<file path="config.mk">
export PLATFORM = sky130hd
export DESIGN_NAME = vrp_div
export DESIGN_NICKNAME = d
export VERILOG_FILES = /design/src/sv/vrp_pkg.sv /design/src/sv/vrp_div.sv
export SDC_FILE = /design/constraint.sdc
export NUM_CORES = 2
export LEC_CHECK = 0
export BUFFER_PORTS_ARGS = -buffer_cell sky130_fd_sc_hd__buf_2
export CORE_MARGIN = 8
export CORE_UTILIZATION = 60
export DETAILED_ROUTE_END_ITERATION = 6
export GPL_ROUTABILITY_DRIVEN = 0
export GPL_TIMING_DRIVEN = 0
export PLACE_DENSITY = 0.76
export SKIP_LAST_GASP = 1
export SLEW_MARGIN = 20
export SYNTH_ARGS = -nofsm -noshare
export SYNTH_HDL_FRONTEND = slang
export SYNTH_SLANG_ARGS = --single-unit
</file>
<file path="constraint.sdc">
create_clock -name clk -period 9.45 [get_ports clk]
set_input_delay 1.4175 -clock clk [delete_from_list [all_inputs] [get_ports clk]]
set_output_delay 1.4175 -clock clk [all_outputs]
set_load 0.05 [all_outputs]
</file>
<file path="src/sv/vrp_pkg.sv">
// ----------------------------------------------------------------------------
// vrp_pkg
// Shared constants, register codes and payload types of the vertex rotate and
// project block.
// ----------------------------------------------------------------------------
package vrp_pkg;

	localparam int COORD_W         = 24;
	localparam int TRIG_W          = 16;
	localparam int DIST_W          = 14;
	localparam int OFFS_W          = 12;
	localparam int SCREEN_W        = 16;
	localparam int CFG_IDX_W       = 3;
	localparam int CFG_DATA_W      = 16;
	localparam int COORD_FRAC_BITS = 8;
	localparam int TRIG_FRAC_BITS  = 14;

	// projection datapath
	localparam int DEN_W  = 25;                 // d*2^8 + z
	localparam int PROD_W = DIST_W + COORD_W;   // d*x and off*den
	localparam int NUM_W  = PROD_W + 1;         // d*x + off*den
	localparam int QUOT_W = SCREEN_W + 1;       // magnitude bits kept
	localparam int REM_W  = DEN_W + QUOT_W;     // widest trial subtract

	localparam int DIV_LAT  = QUOT_W;           // one quotient bit per stage
	localparam int SIDE_DLY = DIV_LAT - 1;      // s6 .. s21
	localparam int PIPE_DEPTH = 5 + DIV_LAT;    // s1 .. s22

	typedef enum logic [CFG_IDX_W-1:0] {
		CFG_COS_Z  = 3'd0,
		CFG_SIN_Z  = 3'd1,
		CFG_COS_X  = 3'd2,
		CFG_SIN_X  = 3'd3,
		CFG_COS_Y  = 3'd4,
		CFG_SIN_Y  = 3'd5,
		CFG_DIST   = 3'd6,
		CFG_OFFSET = 3'd7
	} cfg_idx_t;

	typedef struct packed {
		logic signed [COORD_W-1:0]  rot_x;
		logic signed [COORD_W-1:0]  rot_y;
		logic signed [COORD_W-1:0]  rot_z;
		logic signed [SCREEN_W-1:0] screen_x;
		logic signed [SCREEN_W-1:0] screen_y;
		logic                       zero_divisor;
		logic                       last_out;
	} res_t;

endpackage

</file>
<file path="src/sv/vrp_div.sv">
// ----------------------------------------------------------------------------
// vrp_div
// Pipelined restoring divider: one quotient bit per stage, MSB first.
// ----------------------------------------------------------------------------
module vrp_div (
	input  logic                          clk,
	input  logic                          en,
	input  logic [vrp_pkg::NUM_W-1:0]     num,
	input  logic [vrp_pkg::DEN_W-1:0]     den,
	output logic [vrp_pkg::QUOT_W-1:0]    quot
);
	import vrp_pkg::*;

	logic [NUM_W-1:0]  rem_s [QUOT_W-1];
	logic [DEN_W-1:0]  den_s [QUOT_W-1];
	logic [QUOT_W-1:0] quo_s [QUOT_W];

	logic [NUM_W-1:0]  rem_in   [QUOT_W];
	logic [DEN_W-1:0]  den_in   [QUOT_W];
	logic [QUOT_W-1:0] quo_in   [QUOT_W];
	logic [REM_W-1:0]  trial    [QUOT_W];

	always_comb begin
		for (int j = 0; j < QUOT_W; j++) begin
			if (j == 0) begin
				rem_in[j] = num;
				den_in[j] = den;
				quo_in[j] = '0;
			end else begin
				rem_in[j] = rem_s[j-1];
				den_in[j] = den_s[j-1];
				quo_in[j] = quo_s[j-1];
			end
			trial[j] = {{(REM_W-NUM_W){1'b0}}, rem_in[j]}
				- ({{(REM_W-DEN_W){1'b0}}, den_in[j]} << (QUOT_W-1-j));
		end
	end

	// a borrow out of the trial subtract restores the remainder
	always_ff @(posedge clk) begin
		if (en) begin
			for (int j = 0; j < QUOT_W; j++) begin
				quo_s[j] <= {quo_in[j][QUOT_W-2:0], ~trial[j][REM_W-1]};
				if (j < QUOT_W-1) begin
					rem_s[j] <= trial[j][REM_W-1] ? rem_in[j] : trial[j][NUM_W-1:0];
					den_s[j] <= den_in[j];
				end
			end
		end
	end

	assign quot = quo_s[QUOT_W-1];

endmodule

</file>
# == Word-level counts from Yosys, hierarchy flattened ==
# Memory sizes are Yosys's and may differ from the RTL's.
# Index checks and enable logic that the tools add are counted.
# totals
ramBits,1313
wordCells,55
register_bits,0
out_inout_bits,17
memories,3
# mem_list
name,words,width,read_ports,rd_ports_with_merged_regs,write_ports,line,rtl
rem_s,16,39,16,0,16,vrp_div.sv:14,logic [NUM_W-1:0] rem_s [QUOT_W-1];
den_s,16,25,16,0,16,vrp_div.sv:15,logic [DEN_W-1:0] den_s [QUOT_W-1];
quo_s,17,17,17,0,17,vrp_div.sv:16,logic [QUOT_W-1:0] quo_s [QUOT_W];
# op_classes
mux,18
addsub,17
bitwise,17
# ops
cell,n
2-to-1 mux 39 bit,16
subtractor 39 x 41 -> 42 bit,1
subtractor 39 x 40 -> 41 bit,1
subtractor 39 x 25 -> 40 bit,1
subtractor 39 x 26 -> 40 bit,1
subtractor 39 x 27 -> 40 bit,1
subtractor 39 x 28 -> 40 bit,1
subtractor 39 x 29 -> 40 bit,1
subtractor 39 x 30 -> 40 bit,1
subtractor 39 x 31 -> 40 bit,1
subtractor 39 x 32 -> 40 bit,1
subtractor 39 x 33 -> 40 bit,1
subtractor 39 x 34 -> 40 bit,1
subtractor 39 x 35 -> 40 bit,1
subtractor 39 x 36 -> 40 bit,1
subtractor 39 x 37 -> 40 bit,1
subtractor 39 x 38 -> 40 bit,1
subtractor 39 x 39 -> 40 bit,1
NOT 1 bit,17
2-to-1 mux 1 bit,2

# == Logic depth before layout (Yosys ltp) ==
# An unclocked memory read counts as a cell.
# logic_depth
word_depth,3
depth_mapped,15
depth_no_buf,14

# == Least setup slack after synthesis ==
# Ideal clock, no wire load.
# synth_path
path_kind,in2reg
startpoint,input den[5] (netlist name)
endpoint,"memory rem_s[0][32] (netlist name), data pin"
arrival_ns,3.800
required_ns,9.190
path_buffers,2
stages,13
slack_ns,5.390
cell_sequence,inv_1 -> ha_1 -> clkbuf_1 -> nand3_1 -> a21oi_1 -> a21oi_1 -> a211oi_1 -> o31ai_1 -> nand2b_1 -> a311oi_1 -> o21ai_1 -> buf_2 -> mux2_2
# synth_rtl
element,line,rtl
from (decl),vrp_div.sv:9,"input logic [vrp_pkg::DEN_W-1:0] den,"
to (decl),vrp_div.sv:14,

==> out/qor.yml <==
portBuffers: 82
fin_nets: 6029
max_cap_viol_count: 0
antenna_found_initial: 1
grt_pass1_vias: 41800
power-per-cell-area_nw_per_um2: 286
timing.critical_path.slowest_stage_cell: "sky130_fd_sc_hd__o31ai_1"
critical_path_buf_inv_count: 3
endpoint_kind: "flip-flop"
ranking_of_synthesized_cells_by_area: "sky130_fd_sc_hd__edfxtp_1, sky130_fd_sc_hd__ha_1, sky130_fd_sc_hd__inv_1"
worst_hold_path_stage_count: 0
unrepaired_setup_endpoints_after_global_routing: "false"
worstPathRequired_ns: 9.88
worst-setup-path-type: "reg2reg"
route.top_layer_used: "met4"
grt_first_pass_wirelength_mm: 191
clk_pin_slew_worst_paths_ns: 0.06
number_of_i_o_pins: 83
cp_max_fo: 10
m1WireLength_mm: 39.8
clockRootBuffer: "sky130_fd_sc_hd__clkbuf_16"
holdBufCountCts: 0
crit_cells: 14
flow.area_growth_from_synthesis_pct: 9.82
layout-drive-gt1-share_pct: 8.08
n_antenna_cell: 0
synth_commonest_cells: "sky130_fd_sc_hd__edfxtp_1, sky130_fd_sc_hd__inv_1, sky130_fd_sc_hd__ha_1"
slowest_delay_ns: 0.64
max_slew.worst_pin.slew_ns: 1.05
num_vias: 40500
worst_slew_margin_rel_pct: 30.0
fin_crit_ns: 4.90
setup_tns_ns: 0
drt_iter0_markers: 2460
detailed_place_hpwl_mm: 87.4
rows: 118
globalRouteOverflowTotal: 0
cts-htree-levels: 3
grt_max_degree: 152
syn_area_per_cell_um2: 11.8
peakVddDrop_mv: 0.172
die_width_um: 339
y_dimension_of_the_die_um: 339
worst-endpoint-arrival_ns: 5.33
dr_wl_met3_mm: 3.86
ys_async_sr_fraction_pct: 0
critical-path-top-delay-family: "compound AO/OA/AOI/OAI gates"
place_inst: 6786
register_bit_count_reported_by_yosys: 1177
cts.repair.resized: 0
netlist_area_um2: 62500
total_clock_buffers_created_by_cts: 118
start_util_pct: 60.5
final-instance-count-excl-fill: 6998
setup_viol: 0
maxClockFrequency_ghz: 0.204
design.die.area_um2: 115000
clock_skew_ns: 0.0336
avgRoutedWirePerCell_um: 16.7
maxSlewViolCount: 0
routed_via_density: 5.78
portion_of_synthesized_cell_area_occupied_by_the_leading_cell_type_pct: 56.6
fin_crit_sh_pct: 51.9
netlist.top_cell.by_area: "sky130_fd_sc_hd__edfxtp_1"
mappedNetlistNets: 5818
sequential_area_share_after_synthesis_pct: 56.6
run_status: "finished, final reports clean"
wl_met2_mm: 64.9
routed_wirelength_mm: 117
grt.total_usage_pct: 19.9
path_category_of_the_worst_min_delay_check: "reg2reg"
top_flip_flop_cell_by_instance_count_after_synthesis: "sky130_fd_sc_hd__edfxtp_1"
drc: 0
worst_skew_pair.late_latency_ns: 0.70
final-hold-violation-count: 0
yosys.cell_types.count: 87
clock_tree.buffer_depth: 3
number_of_optimization_iterations_in_the_first_detailed_route_pass: 6
core_outline_area_um2: 103000
synthMostInstantiatedCell: "sky130_fd_sc_hd__edfxtp_1"
rr_worst_depth: 14
cp-start-kind: "flip-flop"
cts_tree: "done"
synth_enable_flop_cells: 1177
timing.critical_path.cells: "inv_1, ha_1, fa_1, nor2b_1, o31ai_1, a21oi_1, a221oi_1, o31ai_1, nor2_1, clkbuf_1, inv_1, nand4b_1, nor3_1, xor2_1"
power_leakage_nw: 27.4
cts_num_sinks: 1177
syn-instance-count: 5315
routed_antenna_nets: 0
cts.repair_timing.setup_buffer_count: 0
yosysWarningCount: 0
==> metrics by stage <==
stage | area, um2 | hold slack, ns | power [W] | worst slack, ns | util (%)
2_1_floorplan | 62500 | 0.400 | 0.0134 | 5.39 | -
3_3_place_gp | 64600 | 0.401 | 0.0149 | -10.63 | 62.5
6_report | 68600 | 0.408 | 0.0196 | 4.55 | 66.4
3_5_place_dp | 64900 | 0.405 | 0.0150 | 4.15 | 62.8
5_1_grt | 68600 | 0.411 | 0.0208 | 4.21 | 66.4
4_1_cts | 68600 | 0.404 | 0.0196 | 4.38 | 66.4
==> cell families after synthesis <==
group | synth area share, %
muxes | 2.73
AOI/OAI and AO/OA | 13.1
DFF | 56.6
buffers and inverters | 3.79
and+or+nand+nor | 9.57
adders and majority gates | 8.94
xor gates and xnor gates | 5.30
==> where the power goes <==
| group | switching [W] | leakage [nW] | internal, W | total, W |
|---|---|---|---|---|
| sequential | 0.000579 | 11.4 | 0.00730 | 0.00788 |
| combinational | 0.00402 | 14.2 | 0.00321 | 0.00723 |
| clock | 0.00187 | 1.83 | 0.00263 | 0.00450 |
==> cell type report <==
type	instances	area [um2]
Buffer	87	362
Clock buffer	145	3100
Clock inverter	67	638
Fill cell	7395	34700
Inverter	534	2000
Multi-Input combinational cell	3517	24800
Sequential cell	1177	35300
Tap cell	1380	1730
Timing Repair Buffer	91	673
==> metal layers <==
metal / track usage (%) / vias up
li1: - / 20000
met1: 17.8 / 19000
met2: 40.1 / 1065
met3: 2.50 / 460
met4: 14.1 / 0
met5: 0 / -
==> registers in the layout, summed over array words and instances (netlist names) <==
signal  flops
den_s     400
rem_s     624
quo_s     153
==> placed cells by master (no fill, tap or decap), types with 71 or more instances in the layout <==
cell / Yosys / routed
sky130_fd_sc_hd__xnor2_1: 193 / 193
sky130_fd_sc_hd__a21o_1: 152 / 152
sky130_fd_sc_hd__nand2_1: 351 / 351
sky130_fd_sc_hd__mux2_2: 138 / 138
sky130_fd_sc_hd__o21ai_0: 331 / 331
sky130_fd_sc_hd__o21a_1: 75 / 75
sky130_fd_sc_hd__nor3_1: 82 / 82
sky130_fd_sc_hd__buf_2: 18 / 99
sky130_fd_sc_hd__nand2b_1: 71 / 71
sky130_fd_sc_hd__a21oi_1: 391 / 391
sky130_fd_sc_hd__inv_1: 532 / 532
sky130_fd_sc_hd__nor2_1: 349 / 349
sky130_fd_sc_hd__clkbuf_16: 0 / 120
sky130_fd_sc_hd__edfxtp_1: 1177 / 1177
sky130_fd_sc_hd__ha_1: 421 / 421
sky130_fd_sc_hd__xor2_1: 185 / 185
sky130_fd_sc_hd__clkbuf_1: 57 / 82
==> worst paths after layout <==
check / slack (ns) / to / start
hold / removal: 0.41 / rem_s[0][162] / rem_s[0][123]
hold reg to reg: 0.41 / rem_s[0][162] / rem_s[0][123]
setup / recovery: 4.55 / rem_s[1][75] / rem_s[1][7]
setup reg to reg: 4.55 / rem_s[1][75] / rem_s[1][7]
Note: power is estimated with default switching activity, not from simulation.
